## src/rtl/tlc_pkg.sv

```systemverilog
`timescale 1ns / 1ps
// shared constants, row types and tag-store helper functions for the cache lookup
// no dependencies
package tlc_pkg;

  localparam int ADDR_BITS      = 32;
  localparam int L1_SETS_LOG2   = 6;
  localparam int L1_WAYS_LOG2   = 2;
  localparam int L2_SETS_LOG2   = 8;
  localparam int L2_WAYS_LOG2   = 3;
  localparam int L1_WAYS        = 1 << L1_WAYS_LOG2;
  localparam int L2_WAYS        = 1 << L2_WAYS_LOG2;
  localparam int L1_SETS        = 1 << L1_SETS_LOG2;
  localparam int L2_SETS        = 1 << L2_SETS_LOG2;
  localparam int MAX_BLOCK_LOG2 = 12;

  localparam int CFG_IDX_W  = 3;
  localparam int CFG_DATA_W = 4;

  localparam logic [CFG_IDX_W-1:0] CFG_BLOCK_SIZE = 3'd0;
  localparam logic [CFG_IDX_W-1:0] CFG_L1_SETS    = 3'd1;
  localparam logic [CFG_IDX_W-1:0] CFG_L1_WAYS    = 3'd2;
  localparam logic [CFG_IDX_W-1:0] CFG_L2_SETS    = 3'd3;
  localparam logic [CFG_IDX_W-1:0] CFG_L2_WAYS    = 3'd4;
  localparam logic [CFG_IDX_W-1:0] CFG_WR_ALLOC   = 3'd5;

  localparam logic [3:0] RST_BLOCK_LOG2 = 4'd5;

  localparam logic OP_READ  = 1'b0;
  localparam logic OP_WRITE = 1'b1;

  localparam logic [1:0] HIT_L1   = 2'd0;
  localparam logic [1:0] HIT_L2   = 2'd1;
  localparam logic [1:0] HIT_NONE = 2'd2;

  typedef logic [ADDR_BITS-1:0]    blk_t;
  typedef logic [L1_SETS_LOG2-1:0] l1_set_t;
  typedef logic [L2_SETS_LOG2-1:0] l2_set_t;
  typedef logic [L1_WAYS_LOG2-1:0] l1_way_t;
  typedef logic [L2_WAYS_LOG2-1:0] l2_way_t;
  typedef logic [L1_WAYS_LOG2:0]   l1_cnt_t;
  typedef logic [L2_WAYS_LOG2:0]   l2_cnt_t;

  typedef struct packed {
    logic    v;
    logic    d;
    l1_way_t rank;
    blk_t    tag;
  } l1_ent_t;

  typedef struct packed {
    logic    v;
    logic    d;
    l2_way_t rank;
    blk_t    tag;
  } l2_ent_t;

  typedef l1_ent_t [L1_WAYS-1:0] l1_row_t;
  typedef l2_ent_t [L2_WAYS-1:0] l2_row_t;

  typedef struct packed {
    logic    hit;
    l1_way_t way;
  } l1_find_t;

  typedef struct packed {
    logic    hit;
    l2_way_t way;
  } l2_find_t;

  // controller to datapath
  typedef struct packed {
    logic clr;
    logic accept;
    logic look;
    logic binv;
    logic fill;
    logic wb;
    logic load;
  } tlc_cmd_t;

  // datapath to controller
  typedef struct packed {
    logic clr_last;
    logic l1_hit;
    logic need_fill;
    logic binv_pend;
    logic wb_pend;
  } tlc_sts_t;

  typedef struct packed {
    logic [1:0] hit_level;
    logic       l1_filled;
    logic       l2_filled;
    logic       l1_dirty_evicted;
    logic       back_invalidated;
  } tlc_res_t;

  function automatic l1_find_t l1_find(l1_row_t row, l1_cnt_t n, blk_t blk);
    l1_find_t f;
    f = '0;
    // lowest matching way wins
    for (int w = L1_WAYS - 1; w >= 0; w--) begin
      if (w < int'(n) && row[w].v && row[w].tag == blk) begin
        f.hit = 1'b1;
        f.way = w[L1_WAYS_LOG2-1:0];
      end
    end
    return f;
  endfunction

  function automatic l2_find_t l2_find(l2_row_t row, l2_cnt_t n, blk_t blk);
    l2_find_t f;
    f = '0;
    for (int w = L2_WAYS - 1; w >= 0; w--) begin
      if (w < int'(n) && row[w].v && row[w].tag == blk) begin
        f.hit = 1'b1;
        f.way = w[L2_WAYS_LOG2-1:0];
      end
    end
    return f;
  endfunction

  function automatic l1_way_t l1_victim(l1_row_t row, l1_cnt_t n);
    l1_way_t best;
    l1_way_t inv;
    logic    has_inv;
    best    = '0;
    inv     = '0;
    has_inv = 1'b0;
    for (int w = L1_WAYS - 1; w >= 0; w--) begin
      if (w < int'(n) && !row[w].v) begin
        has_inv = 1'b1;
        inv     = w[L1_WAYS_LOG2-1:0];
      end
    end
    for (int w = 1; w < L1_WAYS; w++) begin
      if (w < int'(n) && row[w].rank > row[best].rank) best = w[L1_WAYS_LOG2-1:0];
    end
    return has_inv ? inv : best;
  endfunction

  function automatic l2_way_t l2_victim(l2_row_t row, l2_cnt_t n);
    l2_way_t best;
    l2_way_t inv;
    logic    has_inv;
    best    = '0;
    inv     = '0;
    has_inv = 1'b0;
    for (int w = L2_WAYS - 1; w >= 0; w--) begin
      if (w < int'(n) && !row[w].v) begin
        has_inv = 1'b1;
        inv     = w[L2_WAYS_LOG2-1:0];
      end
    end
    for (int w = 1; w < L2_WAYS; w++) begin
      if (w < int'(n) && row[w].rank > row[best].rank) best = w[L2_WAYS_LOG2-1:0];
    end
    return has_inv ? inv : best;
  endfunction

  // make a way most recently used, aging the active ways that were younger
  function automatic l1_row_t l1_touch(l1_row_t row, l1_way_t way, l1_cnt_t n);
    l1_way_t r;
    l1_row_t o;
    r = row[way].rank;
    o = row;
    for (int w = 0; w < L1_WAYS; w++) begin
      if (w < int'(n) && row[w].rank < r) o[w].rank = row[w].rank + 1'b1;
    end
    o[way].rank = '0;
    return o;
  endfunction

  function automatic l2_row_t l2_touch(l2_row_t row, l2_way_t way, l2_cnt_t n);
    l2_way_t r;
    l2_row_t o;
    r = row[way].rank;
    o = row;
    for (int w = 0; w < L2_WAYS; w++) begin
      if (w < int'(n) && row[w].rank < r) o[w].rank = row[w].rank + 1'b1;
    end
    o[way].rank = '0;
    return o;
  endfunction

  function automatic l1_row_t l1_clear_row();
    l1_row_t o;
    o = '0;
    for (int w = 0; w < L1_WAYS; w++) o[w].rank = w[L1_WAYS_LOG2-1:0];
    return o;
  endfunction

  function automatic l2_row_t l2_clear_row();
    l2_row_t o;
    o = '0;
    for (int w = 0; w < L2_WAYS; w++) o[w].rank = w[L2_WAYS_LOG2-1:0];
    return o;
  endfunction

endpackage

```

## src/rtl/tlc_ctrl.sv

```systemverilog
`timescale 1ns / 1ps
// sequencer for the lookup: clear sweep, lookup, back-invalidate, fill, writeback
// depends on tlc_pkg
module tlc_ctrl import tlc_pkg::*; (
  input  logic     clk,
  input  logic     rst_n,
  input  logic     in_valid,
  output logic     in_ready,
  output logic     out_valid,
  input  logic     out_ready,
  output tlc_cmd_t cmd,
  input  tlc_sts_t sts
);

  typedef enum logic [2:0] {
    ST_CLR,
    ST_IDLE,
    ST_LOOK,
    ST_BINV,
    ST_FILL,
    ST_WB,
    ST_DONE
  } state_t;

  state_t state_r, state_nxt;
  logic   out_valid_r;
  logic   load;

  assign in_ready  = (state_r == ST_IDLE);
  assign out_valid = out_valid_r;
  assign load      = (state_r == ST_DONE) && (!out_valid_r || out_ready);

  always_comb begin
    cmd        = '0;
    cmd.clr    = (state_r == ST_CLR);
    cmd.accept = (state_r == ST_IDLE) && in_valid;
    cmd.look   = (state_r == ST_LOOK);
    cmd.binv   = (state_r == ST_BINV);
    cmd.fill   = (state_r == ST_FILL);
    cmd.wb     = (state_r == ST_WB);
    cmd.load   = load;
  end

  always_comb begin
    state_nxt = state_r;
    case (state_r)
      ST_CLR:  if (sts.clr_last) state_nxt = ST_IDLE;
      ST_IDLE: if (in_valid) state_nxt = ST_LOOK;
      ST_LOOK: begin
        if (sts.l1_hit) state_nxt = ST_DONE;
        else if (sts.binv_pend) state_nxt = ST_BINV;
        else if (sts.need_fill) state_nxt = ST_FILL;
        else state_nxt = ST_DONE;
      end
      ST_BINV: state_nxt = ST_FILL;
      ST_FILL: state_nxt = sts.wb_pend ? ST_WB : ST_DONE;
      ST_WB:   state_nxt = ST_DONE;
      ST_DONE: if (load) state_nxt = ST_IDLE;
      default: state_nxt = ST_CLR;
    endcase
  end

  always_ff @(posedge clk) begin
    if (!rst_n) begin
      state_r     <= ST_CLR;
      out_valid_r <= 1'b0;
    end else begin
      state_r     <= state_nxt;
      out_valid_r <= load || (out_valid_r && !out_ready);
    end
  end

endmodule

```

## config.mk

```make
export PLATFORM = sky130hd
export DESIGN_NAME = tlc_ctrl
export DESIGN_NICKNAME = d
export VERILOG_FILES = /design/src/rtl/tlc_pkg.sv /design/src/rtl/tlc_ctrl.sv
export SDC_FILE = /design/constraint.sdc
export NUM_CORES = 1
export LEC_CHECK = 0
export ABC_AREA = 1
export BUFFER_PORTS_ARGS = -buffer_cell sky130_fd_sc_hd__buf_4
export CAP_MARGIN = 20
export CORE_AREA = 3 3 40 42
export CTS_CLUSTER_DIAMETER = 80
export DETAILED_ROUTE_END_ITERATION = 10
export DIE_AREA = 0 0 43 45
export GPL_TIMING_DRIVEN = 0
export PLACE_DENSITY = 0.58
export SLEW_MARGIN = 20
export SYNTH_ARGS = -nofsm -noshare
export SYNTH_HDL_FRONTEND = slang
export SYNTH_SLANG_ARGS = --single-unit
```

## constraint.sdc

```tcl
create_clock -name clk -period 3.12 [get_ports clk]
set_input_delay 0.312 -clock clk [delete_from_list [all_inputs] [get_ports clk]]
set_output_delay 0.312 -clock clk [all_outputs]
set_load 0.005 [all_outputs]
```

==> flow_summary.json <==
{
  "cts.sinks": 4,
  "ctsLongestPathBuffers": 2,
  "holdCritPathClass": "in2reg",
  "n_fill_cell": 147,
  "worstSetupStartpointType": "flop",
  "place_ws_ps": 1830,
  "core-area_um2": 1280,
  "fmax_mhz": 654,
  "core.rowCount": 13,
  "initial_core_util": 0.240,
  "vias_per_cell": 4.01,
  "syn_area_um2": 308,
  "hpwl_um": 624,
  "tightest_slew_ps": 273,
  "wl_per_cell_um": 8.15,
  "crit_fanout": 7,
  "power_density_nw_per_um2": 687,
  "clkPwrFrac": 0.207,
  "grt_overflow_total": 0,
  "clock-root-buffer": "clkbuf_4",
  "gr-usage-met2": 0.123,
  "p_seq_frac": 0.255,
  "p_leak_nw": 0.289,
  "p_sw_w": 0.000135,
  "vdd_ir_drop_max_v": 0.000276,
  "ys_warn_count": 0,
  "setup_ws_ps": 1590,
  "run_status": "completed",
  "fin_crit_ps": 1530,
  "combPwrFrac": 0.539,
  "grt_max_degree": 8,
  "crit_arrival_ps": 1220,
  "gp_congestion": 0.716,
  "crit_type": "reg2out",
  "cts.reportedPaths.clkPinSlew_ps": 40,
  "crit_path_start": "state_r[2]",
  "synthCells": 57,
  "swShare": 0.413,
  "slew_headroom": 0.817,
  "total_power_w": 0.000328,
  "synthesis.nets": 66,
  "worstSkewPairLatency_ps": 240,
  "crit_required_ps": 2810,
  "die_height_um": 45,
  "ff_latch_area_um2": 80.1,
  "grt_setup_unrepaired": "false",
  "ant_nets": 0,
  "cts_setup_buffers": 0,
  "grt_usage": 0.0906,
  "r2r_start": "state_r[2]",
  "synth.yosys.seq_area_share": 0.260,
  "grt_most_used_layer": "met2",
  "hold_path.startpoint": "rst_n",
  "totalWireLength_um": 750,
  "n_antenna_cell": 0,
  "port_buffers": 17,
  "met1_usage": 0.118,
  "drv_cap": 0,
  "setup_violations": 0,
  "ctsHoldBuffers": 0,
  "p_int_w": 0.000192,
  "setup.worst_path.end_class": "primary output",
  "die_w_um": 43,
  "antenna_found_initial": 0,
  "drt-pass1-iter-count": 5,
  "final.setup.tns_ps": 0,
  "drc": 0,
  "multi_input_area_um2": 164,
  "skew_ps": 5.58,
  "drtIter0Drc": 8,
  "pin_count": 18,
  "grt_pass1_vias": 338,
  "hold_viol": 0,
  "dr_total_vias": 369,
  "use_met3": 0.0159,
  "r2r_slack_ps": 2010,
  "drive_gt1_frac": 0.325,
  "cts_buffers": 3,
  "cts_tree": "built",
  "grt_pass1_wl_mm": 1.30,
  "syn_avg_cell_area_um2": 5.40,
  "die-area_um2": 1940,
  "cts.htree.levels": 1,
  "postLayoutCoreUtil": 0.371,
  "area_growth_pct": 54.9,
  "final_nets": 88,
  "slew_violations": 0,
  "fin_crit_sh": 0.490,
  "synth-seq-cells": 4,
  "yosys.cell_types.count": 11,
  "ctsResizeCount": 0
}
-- Yosys cell counts, drive strengths merged --
cell	count	area, um2
a21oi	5	25.0
buf	1	7.51
dfxtp	4	80.1
inv	15	56.3
nand2	16	60.1
nand3	5	30.0
nor2	9	38.8
nor3	2	10.0
-- cell families after synthesis --
kind of cell	count (synthesis)	synth area share
and+or+nand+nor	32	0.451
DFF	4	0.260
AOI/OAI and AO/OA	5	0.0813
buffers and inverters	16	0.207
-- per-stage QoR --
| stage | area (um2) | hold WS [ps] | cells |
|---|---|---|---|
| 6_report | 477 | 264 | 92 |
| 5_1_grt | 477 | 294 | 92 |
| 4_1_cts | 477 | 263 | 92 |
| 3_5_place_dp | 454 | 507 | 89 |
| 3_3_place_gp | 454 | 495 | 89 |
| 2_1_floorplan | 308 | 410 | 57 |
-- per-layer routing --
layer	part of all wire	routed length, um
met3	0.077	58
met4	0.035	26
met5	0	0
met2	0.39	295
met1	0.49	369
-- area by class of cell --
type / count / share of cell area
Inverter: 15 / 0.118
Sequential cell: 4 / 0.168
Timing Repair Buffer: 17 / 0.268
Multi-Input combinational cell: 37 / 0.344
Clock buffer: 3 / 0.0472
Buffer: 1 / 0.0157
Tap cell: 15 / 0.0394
-- cell usage in the layout (no fill, tap or decap), drive strengths merged --
master | Yosys | routed
buf | 1 | 18
nand2 | 16 | 16
inv | 15 | 15
nor2 | 9 | 9
a21oi | 5 | 5
nand3 | 5 | 5
dfxtp | 4 | 4
clkbuf | 0 | 3
nor3 | 2 | 2
-- power by group through the flow --
stage	clock network [W]	registers (W)	logic (W)
final	0.0000677	0.0000834	0.000177
after global routing	0.0000755	0.0000860	0.000202
after CTS	0.0000689	0.0000835	0.000179
after detailed placement	0	0.0000839	0.000178
after global placement	0	0.0000854	0.000176
after floorplan	0	0.0000806	0.000109
-- worst max-delay path, cell delays in order (launching register included) --
cell     delay, ps
dfxtp_1        460
nand3_1        170
a21oi_1        140
buf_4          120
buf_4           90
-- flip-flops by register name, indices dropped and copies added, names as in the netlist --
name and count:
state_r 3, out_valid 1
-- final timing paths --
kind,end,cells past startpoint
setup / recovery,cmd[0],4
hold / removal,state_r[2],3
setup reg to reg,state_r[1],5
hold reg to reg,out_valid,2
(Power assumes the default switching activity.)
